===== src/rtl/pdcm_pkg.sv =====
package pdcm_pkg;

  // Fixed field widths
  localparam int TS_W        = 24;
  localparam int PERIOD_W    = 24;
  localparam int DUTY_W      = 8;
  localparam int NARROW_BITS = 16;
  localparam int CFG_IDX_W   = 2;
  localparam int CFG_DATA_W  = 2;
  localparam int LIMIT_W     = 2;

  // Duty quotient is produced one bit per divider step
  localparam int DIV_STEPS   = DUTY_W;
  localparam int STEP_CNT_W  = $clog2(DIV_STEPS);

  // Configuration register indexes
  localparam logic [CFG_IDX_W-1:0] CFG_DUTY_ENABLE     = 2'd0;
  localparam logic [CFG_IDX_W-1:0] CFG_WIDE_TIMESTAMPS = 2'd1;
  localparam logic [CFG_IDX_W-1:0] CFG_OVERFLOW_LIMIT  = 2'd2;

  // Input operation codes
  localparam logic OP_CAPTURE  = 1'b0;
  localparam logic OP_OVERFLOW = 1'b1;

  // Measurement phase
  typedef enum logic [1:0] {
    PH_START,
    PH_PERIOD,
    PH_FALL
  } phase_t;

  // Controller states
  typedef enum logic [1:0] {
    ST_IDLE,
    ST_DIVIDE,
    ST_PUSH
  } ctrl_state_t;

  // Controller to datapath
  typedef struct packed {
    logic load;
    logic div_step;
    logic push;
  } cmd_t;

  // Datapath to controller
  typedef struct packed {
    logic emits;
    logic needs_div;
    logic out_free;
  } status_t;

endpackage


===== src/rtl/pdcm_ctrl.sv =====
module pdcm_ctrl
  import pdcm_pkg::*;
(
  input  logic    clk,
  input  logic    rst,
  input  logic    in_valid,
  output logic    in_ready,
  input  status_t st,
  output cmd_t    cmd
);

  ctrl_state_t state, state_next;
  logic [STEP_CNT_W-1:0] step_cnt, step_cnt_next;
  logic accept;

  assign accept = in_valid && in_ready;

  // State and step counter
  always_ff @(posedge clk) begin
    if (rst) begin
      state    <= ST_IDLE;
      step_cnt <= '0;
    end else begin
      state    <= state_next;
      step_cnt <= step_cnt_next;
    end
  end

  // Next state and commands
  always_comb begin
    state_next    = state;
    step_cnt_next = step_cnt;
    in_ready      = 1'b0;
    cmd           = '0;
    unique case (state)
      ST_IDLE: begin
        in_ready = 1'b1;
        cmd.load = accept;
        step_cnt_next = '0;
        if (accept && st.emits) begin
          state_next = st.needs_div ? ST_DIVIDE : ST_PUSH;
        end
      end
      ST_DIVIDE: begin
        cmd.div_step  = 1'b1;
        step_cnt_next = step_cnt + 1'b1;
        if (step_cnt == STEP_CNT_W'(DIV_STEPS - 1)) begin
          state_next = ST_PUSH;
        end
      end
      ST_PUSH: begin
        cmd.push = st.out_free;
        if (st.out_free) begin
          state_next = ST_IDLE;
        end
      end
      default: begin
        state_next = ST_IDLE;
      end
    endcase
  end

  // A result with no division goes straight to the output stage
  a_direct_push: assert property (@(posedge clk) disable iff (rst)
    accept && st.emits && !st.needs_div |=> state == ST_PUSH)
    else $error("direct result did not go to push");

  // Division always starts from a cleared step count
  a_div_start: assert property (@(posedge clk) disable iff (rst)
    $rose(state == ST_DIVIDE) |-> step_cnt == '0)
    else $error("divide entered with stale step count");

  // The output stage is never overwritten while it still holds a word
  a_push_free: assert property (@(posedge clk) disable iff (rst)
    cmd.push |-> st.out_free)
    else $error("push into a full output stage");

endmodule


===== src/rtl/pdcm_datapath.sv =====
module pdcm_datapath
  import pdcm_pkg::*;
#(
  parameter int TIMESTAMP_BITS = 24
) (
  input  logic                  clk,
  input  logic                  rst,
  input  logic                  cfg_we,
  input  logic [CFG_IDX_W-1:0]  cfg_index,
  input  logic [CFG_DATA_W-1:0] cfg_data,
  input  logic                  operation,
  input  logic                  edge_falling,
  input  logic [TS_W-1:0]       timestamp,
  input  cmd_t                  cmd,
  output status_t               st,
  output logic                  out_valid,
  input  logic                  out_ready,
  output logic [PERIOD_W-1:0]   period_ticks,
  output logic [DUTY_W-1:0]     duty_fraction,
  output logic                  timed_out
);

  localparam int TW = TIMESTAMP_BITS;
  localparam logic [TW-1:0] NARROW_MASK = TW'({NARROW_BITS{1'b1}});

  // Configuration
  logic               duty_enable;
  logic               wide_timestamps;
  logic [LIMIT_W-1:0] overflow_limit;

  // Measurement state
  phase_t             phase;
  logic [TW-1:0]      start_time;
  logic [TW-1:0]      period_end_time;
  logic [LIMIT_W-1:0] overflow_count;

  // Pending result and divider
  logic [TW-1:0]      pend_period;
  logic [TW-1:0]      rem;
  logic [DUTY_W-1:0]  duty_q;
  logic               pend_timeout;

  logic [TW-1:0]      ts_w, end_sel, mask, period_m, on_m;
  logic [LIMIT_W:0]   cnt_inc;
  logic               tick_abort;
  logic [DUTY_W-1:0]  duty_now;
  logic [TW:0]        rem_sh, div_ext;
  logic               q_bit;
  logic [TW-1:0]      rem_next;

  // Differences for the item on the input
  always_comb begin
    ts_w     = TW'(timestamp);
    end_sel  = (phase == PH_PERIOD) ? ts_w : period_end_time;
    mask     = wide_timestamps ? '1 : NARROW_MASK;
    period_m = (end_sel - start_time) & mask;
    on_m     = (ts_w - end_sel) & mask;
    cnt_inc  = {1'b0, overflow_count} + 1'b1;
    tick_abort = cnt_inc > {1'b0, overflow_limit};
    duty_now = (duty_enable && period_m != '0 && on_m >= period_m) ? '1 : '0;
  end

  // Status for the controller
  always_comb begin
    if (operation == OP_OVERFLOW) begin
      st.emits = tick_abort;
    end else begin
      st.emits = (phase == PH_PERIOD && !edge_falling && !duty_enable) ||
                 (phase == PH_FALL && edge_falling);
    end
    st.needs_div = st.emits && operation == OP_CAPTURE && duty_enable &&
                   period_m != '0 && on_m < period_m;
    st.out_free  = !out_valid || out_ready;
  end

  // One restoring step: on-time stays below the period, so 8 bits suffice
  always_comb begin
    rem_sh   = {rem, 1'b0};
    div_ext  = {1'b0, pend_period};
    q_bit    = rem_sh >= div_ext;
    rem_next = q_bit ? TW'(rem_sh - div_ext) : rem_sh[TW-1:0];
  end

  // Configuration and measurement state
  always_ff @(posedge clk) begin
    if (rst) begin
      duty_enable     <= 1'b1;
      wide_timestamps <= 1'b1;
      overflow_limit  <= LIMIT_W'(1);
      phase           <= PH_START;
      start_time      <= '0;
      period_end_time <= '0;
      overflow_count  <= '0;
    end else begin
      if (cfg_we) begin
        unique case (cfg_index)
          CFG_DUTY_ENABLE:     duty_enable     <= cfg_data[0];
          CFG_WIDE_TIMESTAMPS: wide_timestamps <= cfg_data[0];
          CFG_OVERFLOW_LIMIT:  overflow_limit  <= cfg_data[LIMIT_W-1:0];
          default: ;
        endcase
      end
      if (cmd.load) begin
        if (operation == OP_OVERFLOW) begin
          if (tick_abort) begin
            phase          <= PH_START;
            overflow_count <= '0;
          end else begin
            overflow_count <= cnt_inc[LIMIT_W-1:0];
          end
        end else begin
          unique case (phase)
            PH_PERIOD: begin
              if (!edge_falling) begin
                period_end_time <= ts_w;
                overflow_count  <= '0;
                phase           <= duty_enable ? PH_FALL : PH_START;
              end
            end
            PH_FALL: begin
              if (edge_falling) begin
                phase          <= PH_START;
                overflow_count <= '0;
              end
            end
            default: begin
              if (!edge_falling) begin
                start_time     <= ts_w;
                phase          <= PH_PERIOD;
                overflow_count <= '0;
              end
            end
          endcase
        end
      end
    end
  end

  // Pending result and divider registers
  always_ff @(posedge clk) begin
    if (cmd.load) begin
      if (operation == OP_OVERFLOW) begin
        pend_period  <= '0;
        duty_q       <= '0;
        pend_timeout <= 1'b1;
      end else begin
        pend_period  <= period_m;
        duty_q       <= duty_now;
        pend_timeout <= 1'b0;
      end
      rem <= on_m;
    end else if (cmd.div_step) begin
      rem    <= rem_next;
      duty_q <= {duty_q[DUTY_W-2:0], q_bit};
    end
  end

  // Output stage
  always_ff @(posedge clk) begin
    if (rst) begin
      out_valid <= 1'b0;
    end else if (cmd.push) begin
      out_valid <= 1'b1;
    end else if (out_ready) begin
      out_valid <= 1'b0;
    end
  end

  always_ff @(posedge clk) begin
    if (cmd.push) begin
      period_ticks  <= PERIOD_W'(pend_period);
      duty_fraction <= duty_q;
      timed_out     <= pend_timeout;
    end
  end

  // A timeout word carries no measurement
  a_timeout_zero: assert property (@(posedge clk) disable iff (rst)
    out_valid && timed_out |-> period_ticks == '0 && duty_fraction == '0)
    else $error("timeout word with nonzero measurement");

  // Phase returns to start after any result is taken in
  a_emit_rearm: assert property (@(posedge clk) disable iff (rst)
    cmd.load && st.emits |=> phase == PH_START && overflow_count == '0)
    else $error("block did not rearm after a result");

endmodule


===== src/rtl/period_duty_capture_meter.sv =====
// Period and duty capture meter.
// Input channel (in_valid/in_ready): one word per capture edge or timer
// overflow tick. Output channel (out_valid/out_ready): one word per finished
// measurement or timeout abort, held in an output register.
// Config port: cfg_we writes cfg_data into register cfg_index at the edge;
// write only while the block is idle.
// Timing: a word that completes no measurement is taken at once and leaves
// the block idle, so the next word can follow at once. A result without
// division (timeout, duty off, zero period, saturated duty) is loaded into
// the pending stage at accept and pushed from there into the output register;
// a duty result first passes the restoring divider, which makes one quotient
// bit per cycle. in_ready is low from the accept of a result-producing word
// until that result enters the output register.
// Stall: a held output word keeps in_ready high; a second result then waits
// in the pending stage with in_ready low until out_ready frees the register.
// Reset: rst clears the phase, the overflow count and the output valid, and
// loads duty on, wide timestamps and an overflow limit of one.
module period_duty_capture_meter
  import pdcm_pkg::*;
#(
  parameter int TIMESTAMP_BITS = 24
) (
  input  logic                  clk,
  input  logic                  rst,
  input  logic                  cfg_we,
  input  logic [CFG_IDX_W-1:0]  cfg_index,
  input  logic [CFG_DATA_W-1:0] cfg_data,
  input  logic                  in_valid,
  output logic                  in_ready,
  input  logic                  operation,
  input  logic                  edge_falling,
  input  logic [TS_W-1:0]       timestamp,
  output logic                  out_valid,
  input  logic                  out_ready,
  output logic [PERIOD_W-1:0]   period_ticks,
  output logic [DUTY_W-1:0]     duty_fraction,
  output logic                  timed_out
);

  cmd_t    cmd;
  status_t st;

  pdcm_ctrl u_ctrl (
    .clk      (clk),
    .rst      (rst),
    .in_valid (in_valid),
    .in_ready (in_ready),
    .st       (st),
    .cmd      (cmd)
  );

  pdcm_datapath #(
    .TIMESTAMP_BITS (TIMESTAMP_BITS)
  ) u_datapath (
    .clk           (clk),
    .rst           (rst),
    .cfg_we        (cfg_we),
    .cfg_index     (cfg_index),
    .cfg_data      (cfg_data),
    .operation     (operation),
    .edge_falling  (edge_falling),
    .timestamp     (timestamp),
    .cmd           (cmd),
    .st            (st),
    .out_valid     (out_valid),
    .out_ready     (out_ready),
    .period_ticks  (period_ticks),
    .duty_fraction (duty_fraction),
    .timed_out     (timed_out)
  );

endmodule


===== config.mk =====
export PLATFORM = sky130hd
export DESIGN_NAME = period_duty_capture_meter
export DESIGN_NICKNAME = d
export VERILOG_FILES = /design/src/rtl/pdcm_pkg.sv /design/src/rtl/pdcm_ctrl.sv /design/src/rtl/pdcm_datapath.sv /design/src/rtl/period_duty_capture_meter.sv
export SDC_FILE = /design/constraint.sdc
export NUM_CORES = 1
export LEC_CHECK = 0
export BUFFER_PORTS_ARGS = -buffer_cell sky130_fd_sc_hd__buf_4
export CORE_MARGIN = 5
export CORE_UTILIZATION = 55
export CTS_CLUSTER_SIZE = 12
export DETAILED_ROUTE_END_ITERATION = 16
export HOLD_SLACK_MARGIN = 0.08
export PLACE_DENSITY = 0.77
export SLEW_MARGIN = 30
export SYNTH_ARGS = -nofsm -noshare
export SYNTH_HDL_FRONTEND = slang
export SYNTH_SLANG_ARGS = --single-unit

===== constraint.sdc =====
create_clock -name clk -period 7.2 [get_ports clk]
set_clock_uncertainty 0.15 [all_clocks]
set_input_delay 1.8 -clock clk [delete_from_list [all_inputs] [get_ports clk]]
set_output_delay 1.8 -clock clk [all_outputs]
set_load 0.02 [all_outputs]

==> results of run 1 <==
==> logic make-up (layout without fill, tap and decap cells) <==
logic type / Yosys count / in the layout / synth area share [%]
and+or+nand+nor: 396 / 396 / 16.6
AOI/OAI and AO/OA: 336 / 336 / 20.0
buffers and inverters: 153 / 215 / 5.52
DFF: 152 / 152 / 37.1
adders and majority gates: 100 / 100 / 11.9
xor gates and xnor gates: 57 / 57 / 4.70
muxes: 39 / 39 / 4.08
==> path summary, 6_finish.rpt <==
| path | endpoint | slack [ns] | depth (start not counted) |
|---|---|---|---|
| min reg2reg | u_datapath.duty_fraction[7] | 0.27 | 0 |
| max reg2reg | u_datapath.duty_q[1] | 1.03 | 21 |
| max | u_datapath.duty_q[1] | 0.49 | 21 |
| min | u_datapath.duty_fraction[7] | 0.27 | 0 |
==> area by class of cell <==
class | count | area [µm²] | area share, %
Sequential cell | 152 | 3940 | 32.9
Multi-Input combinational cell | 928 | 6120 | 51.1
Clock inverter | 15 | 181 | 1.52
Clock buffer | 17 | 425 | 3.55
Inverter | 105 | 394 | 3.29
Tap cell | 260 | 325 | 2.72
Timing Repair Buffer | 78 | 586 | 4.89
==> power by group <==
group	switching (mW)	internal (mW)	total [mW]	leakage, nW
Combinational	0.734	0.512	1.25	3.29
Sequential	0.0497	1.04	1.09	1.37
Clock	0.420	0.497	0.916	0.293
==> placed cells by master (no fill, tap or decap), types with 12 or more instances in the layout <==
cell type and n:
a21oi_1 143, nand2b_1 16, clkbuf_16 17, xor2_1 19, nor2_1 100, edfxtp_1 90, o21ai_0 53, mux2i_1 24
inv_1 104, o21a_1 16, nand2_1 177, a31oi_1 12, nand3_1 21, xnor2_1 38, ha_1 90, dfxtp_1 62
nor3_1 12, nand4_1 12, mux2_2 12, buf_4 78, a21o_1 28
==> sequential cells by signal (all words and copies together) (netlist names), 2 cells and up <==
name	cells
u_datapath.pend_period	24
u_datapath.period_end_time	24
u_datapath.period_ticks	24
u_datapath.rem	24
u_datapath.overflow_count	2
u_ctrl.state	2
u_datapath.phase	2
u_ctrl.step_cnt	3
u_datapath.duty_q	8
u_datapath.overflow_limit	2
u_datapath.duty_fraction	8
u_datapath.start_time	24
==> layer usage <==
layer / vias up / global-route usage, % / share of wire, %
li1: 4473 / - / -
met1: 4124 / 32.1 / 48
met2: 280 / 35.7 / 45
met3: 34 / 4.22 / 6.1
met4: 0 / 5.77 / 1.7
met5: - / 0 / 0
==> synthesized netlist by cell type, types with 3 or more instances <==
| cell | count | area (µm²) |
|---|---|---|
| a221oi_1 | 4 | 35.0 |
| maj3_1 | 4 | 40.0 |
| inv_1 | 104 | 390 |
| nand3b_1 | 4 | 30.0 |
| a21o_1 | 28 | 210 |
| ha_1 | 91 | 1140 |
| fa_1 | 4 | 80.1 |
| edfxtp_1 | 90 | 2700 |
| nor3b_1 | 3 | 22.5 |
| o22ai_1 | 5 | 31.3 |
| a2111oi_0 | 4 | 35.0 |
| and3_1 | 9 | 56.3 |
| a21oi_1 | 143 | 716 |
| nand3_1 | 21 | 105 |
| a21boi_0 | 4 | 30.0 |
| o21ai_0 | 53 | 265 |
| xnor2_1 | 38 | 333 |
| o21ba_2 | 3 | 30.0 |
| nand2_1 | 178 | 668 |
| o21a_1 | 16 | 120 |
| and2_1 | 8 | 50.1 |
| a211oi_1 | 8 | 60.1 |
| a31oi_1 | 12 | 75.1 |
| dfxtp_1 | 62 | 1240 |
| nor2b_1 | 9 | 56.3 |
| mux2_2 | 12 | 135 |
| clkbuf_1 | 40 | 150 |
| nor2_1 | 102 | 383 |
| buf_2 | 4 | 20.0 |
| nand4_1 | 12 | 75.1 |
| or3_1 | 7 | 43.8 |
| o31ai_1 | 5 | 37.5 |
| a22oi_1 | 3 | 22.5 |
| xor2_1 | 19 | 166 |
| o21bai_1 | 8 | 60.1 |
| mux2i_1 | 24 | 240 |
| nand2b_1 | 16 | 100 |
| o211ai_1 | 7 | 52.6 |
| buf_1 | 3 | 11.3 |
| nor3_1 | 12 | 60.1 |
==> stage by stage <==
stage	power [mW]	utilization (%)
final	3.25	63.4
after floorplan	2.02	-
after global routing	3.45	63.4
after detailed placement	2.31	60.1
after global placement	2.28	60.1
after CTS	3.24	63.4
==> flow_summary.ini, run 1 <==
[status]
status = finished, final reports clean

[setup_path]
crit_chain = buf_4, mux2_2, inv_1, ha_1, nor2b_1, o31ai_1, a31oi_1, o311ai_0, a31oi_1, o2111ai_1, a21oi_1, or3_1, and3_1, ha_1, a21o_1, a21oi_1, o21ai_0, a221oi_1, nand2_1, nand2_1, o21ai_0
critPathMaxStageDelay_ns = 0.60
critPathKind = input pin to register
r2r_start = u_datapath.phase[0]
crit_path_start_kind = input pin
critPathCaptureType = register
cp_slowest_cell = o311ai_0
crit_arrival_ns = 6.72
critPathLaunch = timestamp[2]
cp.buffers_inverters = 2
cp.required_ns = 7.21
path_delay_family = compound AO/OA/AOI/OAI gates
crit_fanout = 8

[floorplanning]
die_x_um = 149
die_area_um2 = 22200
start_util_pct = 56.3
rows = 50
boundaryPins = 70
die_h_um = 149
core-area_um2 = 18900

[clocking]
cts_buffer_depth = 2
holdBufCountCts = 0
htreeDepth = 4
cts_made_buffers = 17
cts_resized = 0
cts_tree = built
cts_root_buffer = clkbuf_16
post_cts_buffers = 0
clkTransAtPathRegs_ns = 0.07
clock_latency_ns = 0.44
cts.sinks = 152

[logic_synthesis]
synthArstFlopShare_pct = 0
ys_ff_latch = 152
syn_nets = 1363
synthFlopType = edfxtp_1
synthCells = 1233
seq_area_frac_synth_pct = 37.1
yosys.cell_types.count = 83
syn-cell-area_um2 = 10600
synth_edf_count = 90
syn_area_per_cell_um2 = 8.62
ys_warn_count = 0

[placement]
gp_congestion = 0.948
port_buffers = 69
dp_hpwl_mm = 18.5
pre_cts_slack_ns = 0.210
place_area_um2 = 11400
placedCellCount = 1523

[sta]
clock.fmax_mhz = 149
hold_ws_ns = 0.272
rsz0062_at_grt = no
fin_crit_ns = 6.71
final.setup.worst_slack_ns = 0.492
relSlewSlack_pct = 38.8
final.period_utilization_pct = 93.2
tns_ns = 0
finalSetupViolCount = 0
drv_slew = 0
worst_pin_slew_ns = 0.918
hold_viol_final = 0

[power_and_ir_drop]
leakage_nw = 4.95
irDropWorstVdd_v = 0.000205
power_density_nw_per_um2 = 271

[global_route]
grt-ovfl-total = 0
grt_pass1_vias = 8212
grt_start_max_net_pins = 61
grt_usage_pct = 22.6
grt_first_pass_wirelength_mm = 40.7
antenna_found_initial = 0

[hold_path]
hold_path.class = register to register
min_from = u_datapath.duty_q[7]

[routing]
antenna_left = 0
wl_per_cell_um = 16.1
drtIter0Drc = 701
via_count = 8911
wl_mm = 25.0
drt_first_pass_iters = 7
drc = 0
drt-vias-per-instance = 5.73

[cells_and_area]
fillers = 1600
fin_area_um2 = 12000
layout-drive-gt1-share_pct = 11.4
layout.nets = 1412
area_growth_pct = 12.6
antenna_cells = 0
layoutNonFillerInstCount = 1555

[job]
drv_cap = 0
No activity file was read; power rests on OpenSTA's default activity.
==> inputs of run 2 (changes only) <==
- CORE_UTILIZATION: 55 -> 24
- PLACE_DENSITY: 0.77 -> 0.43
==> flow_summary.ini, run 2 (same netlist as run 1, synthesis figures left out) <==
[clocking]
cts_resized = 0
htreeDepth = 4
clock_latency_ns = 0.46
holdBufCountCts = 0
cts_made_buffers = 17
cts_tree = built
cts.sinks = 152
cts_root_buffer = clkbuf_16
cts_buffer_depth = 2
clkTransAtPathRegs_ns = 0.07
post_cts_buffers = 0

[status]
status = finished, final reports clean

[floorplanning]
rows = 77
core-area_um2 = 44000
boundaryPins = 70
die_h_um = 220
die_x_um = 220
die_area_um2 = 48600
start_util_pct = 24.1

[sta]
drv_slew = 0
worst_pin_slew_ns = 0.732
final.period_utilization_pct = 89.3
tns_ns = 0
fin_crit_ns = 6.43
hold_viol_final = 0
clock.fmax_mhz = 156
finalSetupViolCount = 0
rsz0062_at_grt = no
relSlewSlack_pct = 51.2

[global_route]
grt_start_max_net_pins = 61
grt_pass1_vias = 8460
grt_usage_pct = 12.3
grt_first_pass_wirelength_mm = 47.1
antenna_found_initial = 0
grt-ovfl-total = 0

[setup_path]
crit_path_start_kind = input pin
crit_fanout = 8
path_common_cell = nand2_1
r2r-end = u_datapath.duty_q[3]
critPathLaunch = timestamp[0]
reg2regPathDepth = 25
critPathCaptureType = register
endpoint = u_datapath.duty_q[3]
critPathKind = input pin to register
r2r_start = u_datapath.phase[1]
cp_slowest_cell = fa_1
cp.required_ns = 7.23
critPathMaxStageDelay_ns = 0.41
cp.buffers_inverters = 2
r2r_setup_slack_ns = 1.20
crit_chain = buf_4, mux2_2, ha_1, fa_1, nor2b_1, o31ai_1, a221oi_1, nor3_1, o21bai_1, a31o_2, mux2_2, a211o_1, o21a_1, ha_1, a21o_1, a21oi_1, o21ai_0, nand3_1, nand2_1, a221oi_1, buf_4, nand2_1, nand2_1, o21ai_0
path_delay_family = compound AO/OA/AOI/OAI gates
crit_arrival_ns = 6.46
crit_cells = 24

[cells_and_area]
antenna_cells = 0
layout.nets = 1418
layout_commonest_cell = nand2_1
area_growth_pct = 17.2
layoutNonFillerInstCount = 1893
fillers = 4712
layout_common_cells = 175 x nand2_1, 143 x a21oi_1, 104 x inv_1, 100 x nor2_1
layout-drive-gt1-share_pct = 12.1

[routing]
drtIter0Drc = 467
wl_mm = 29.1
wl_per_cell_um = 15.3
drc = 0
drt-vias-per-instance = 4.57
antenna_left = 0
via_count = 8656
drt_first_pass_iters = 5

[power_and_ir_drop]
power_density_nw_per_um2 = 267
leakage_nw = 4.99
irDropWorstVdd_v = 0.000188

[placement]
dp_hpwl_mm = 22.6
port_buffers = 69
gp_congestion = 0.840
placedCellCount = 1861

[job]
drv_cap = 0

[hold_path]
hold_path.class = register to register
min_from = u_datapath.pend_timeout
[run 2: cell types whose count changed in the layout (fill, tap and decap cells not counted), sizes merged]
cell | previous run | this run
clkinv | 7 | 3
clkinvlp | 1 | 2
buf | 78 | 84
bufinv | 1 | 3
inv | 111 | 112
[run 2: worst min path at each step]
stage	to	slack, ns	depth (start not counted)
final	u_datapath.timed_out	0.27	0
after global routing	u_datapath.timed_out	0.30	0
after CTS	u_datapath.timed_out	0.27	0
after detailed placement	u_datapath.timed_out	0.26	0
after global placement	u_datapath.timed_out	0.26	0
after floorplan	u_datapath.duty_fraction[7]	0.25	0
[run 2: metrics by stage]
step,power [mW],utilization [%],hold slack (ns),setup slack [ns],area [µm²]
after floorplan,2.02,-,0.250,0.970,10600
after global placement,2.37,26.9,0.256,0.340,11800
after detailed placement,2.36,26.9,0.259,0.316,11800
after CTS,3.37,28.3,0.271,0.812,12500
after global routing,3.58,28.3,0.302,0.264,12500
final,3.33,28.3,0.269,0.772,12500
[run 2: area by class of cell]
type / count / area [µm²] / area share, %
multi-input cells: 928 / 6120 / 49.1
flip-flops and latches: 152 / 3940 / 31.6
well taps: 592 / 741 / 5.94
repair buffers: 84 / 631 / 5.06
clock buffers: 17 / 425 / 3.41
inverters: 105 / 394 / 3.16
clock inverters: 15 / 204 / 1.64
[run 2: worst register-to-register path: cells and delay by family (launching register included)]
family | cells | cell delay [ns]
and+or+nand+nor | 6 | 0.75
DFF | 1 | 0.33
muxes | 2 | 0.78
AOI/OAI and AO/OA | 11 | 2.07
adders and majority gates | 4 | 1.43
buffers and inverters | 2 | 0.23
[run 2: power breakdown]
group          internal (mW)  switching [mW]
sequential              1.04          0.0508
clock                  0.559           0.419
combinational          0.520           0.740
[run 2: per-layer routing]
metal	vias up	track usage, %	wire, µm
li1	4462	-	-
met1	4038	17.9	14800
met2	127	18.6	12700
met3	29	1.68	882
met4	0	4.60	587
met5	-	0	0
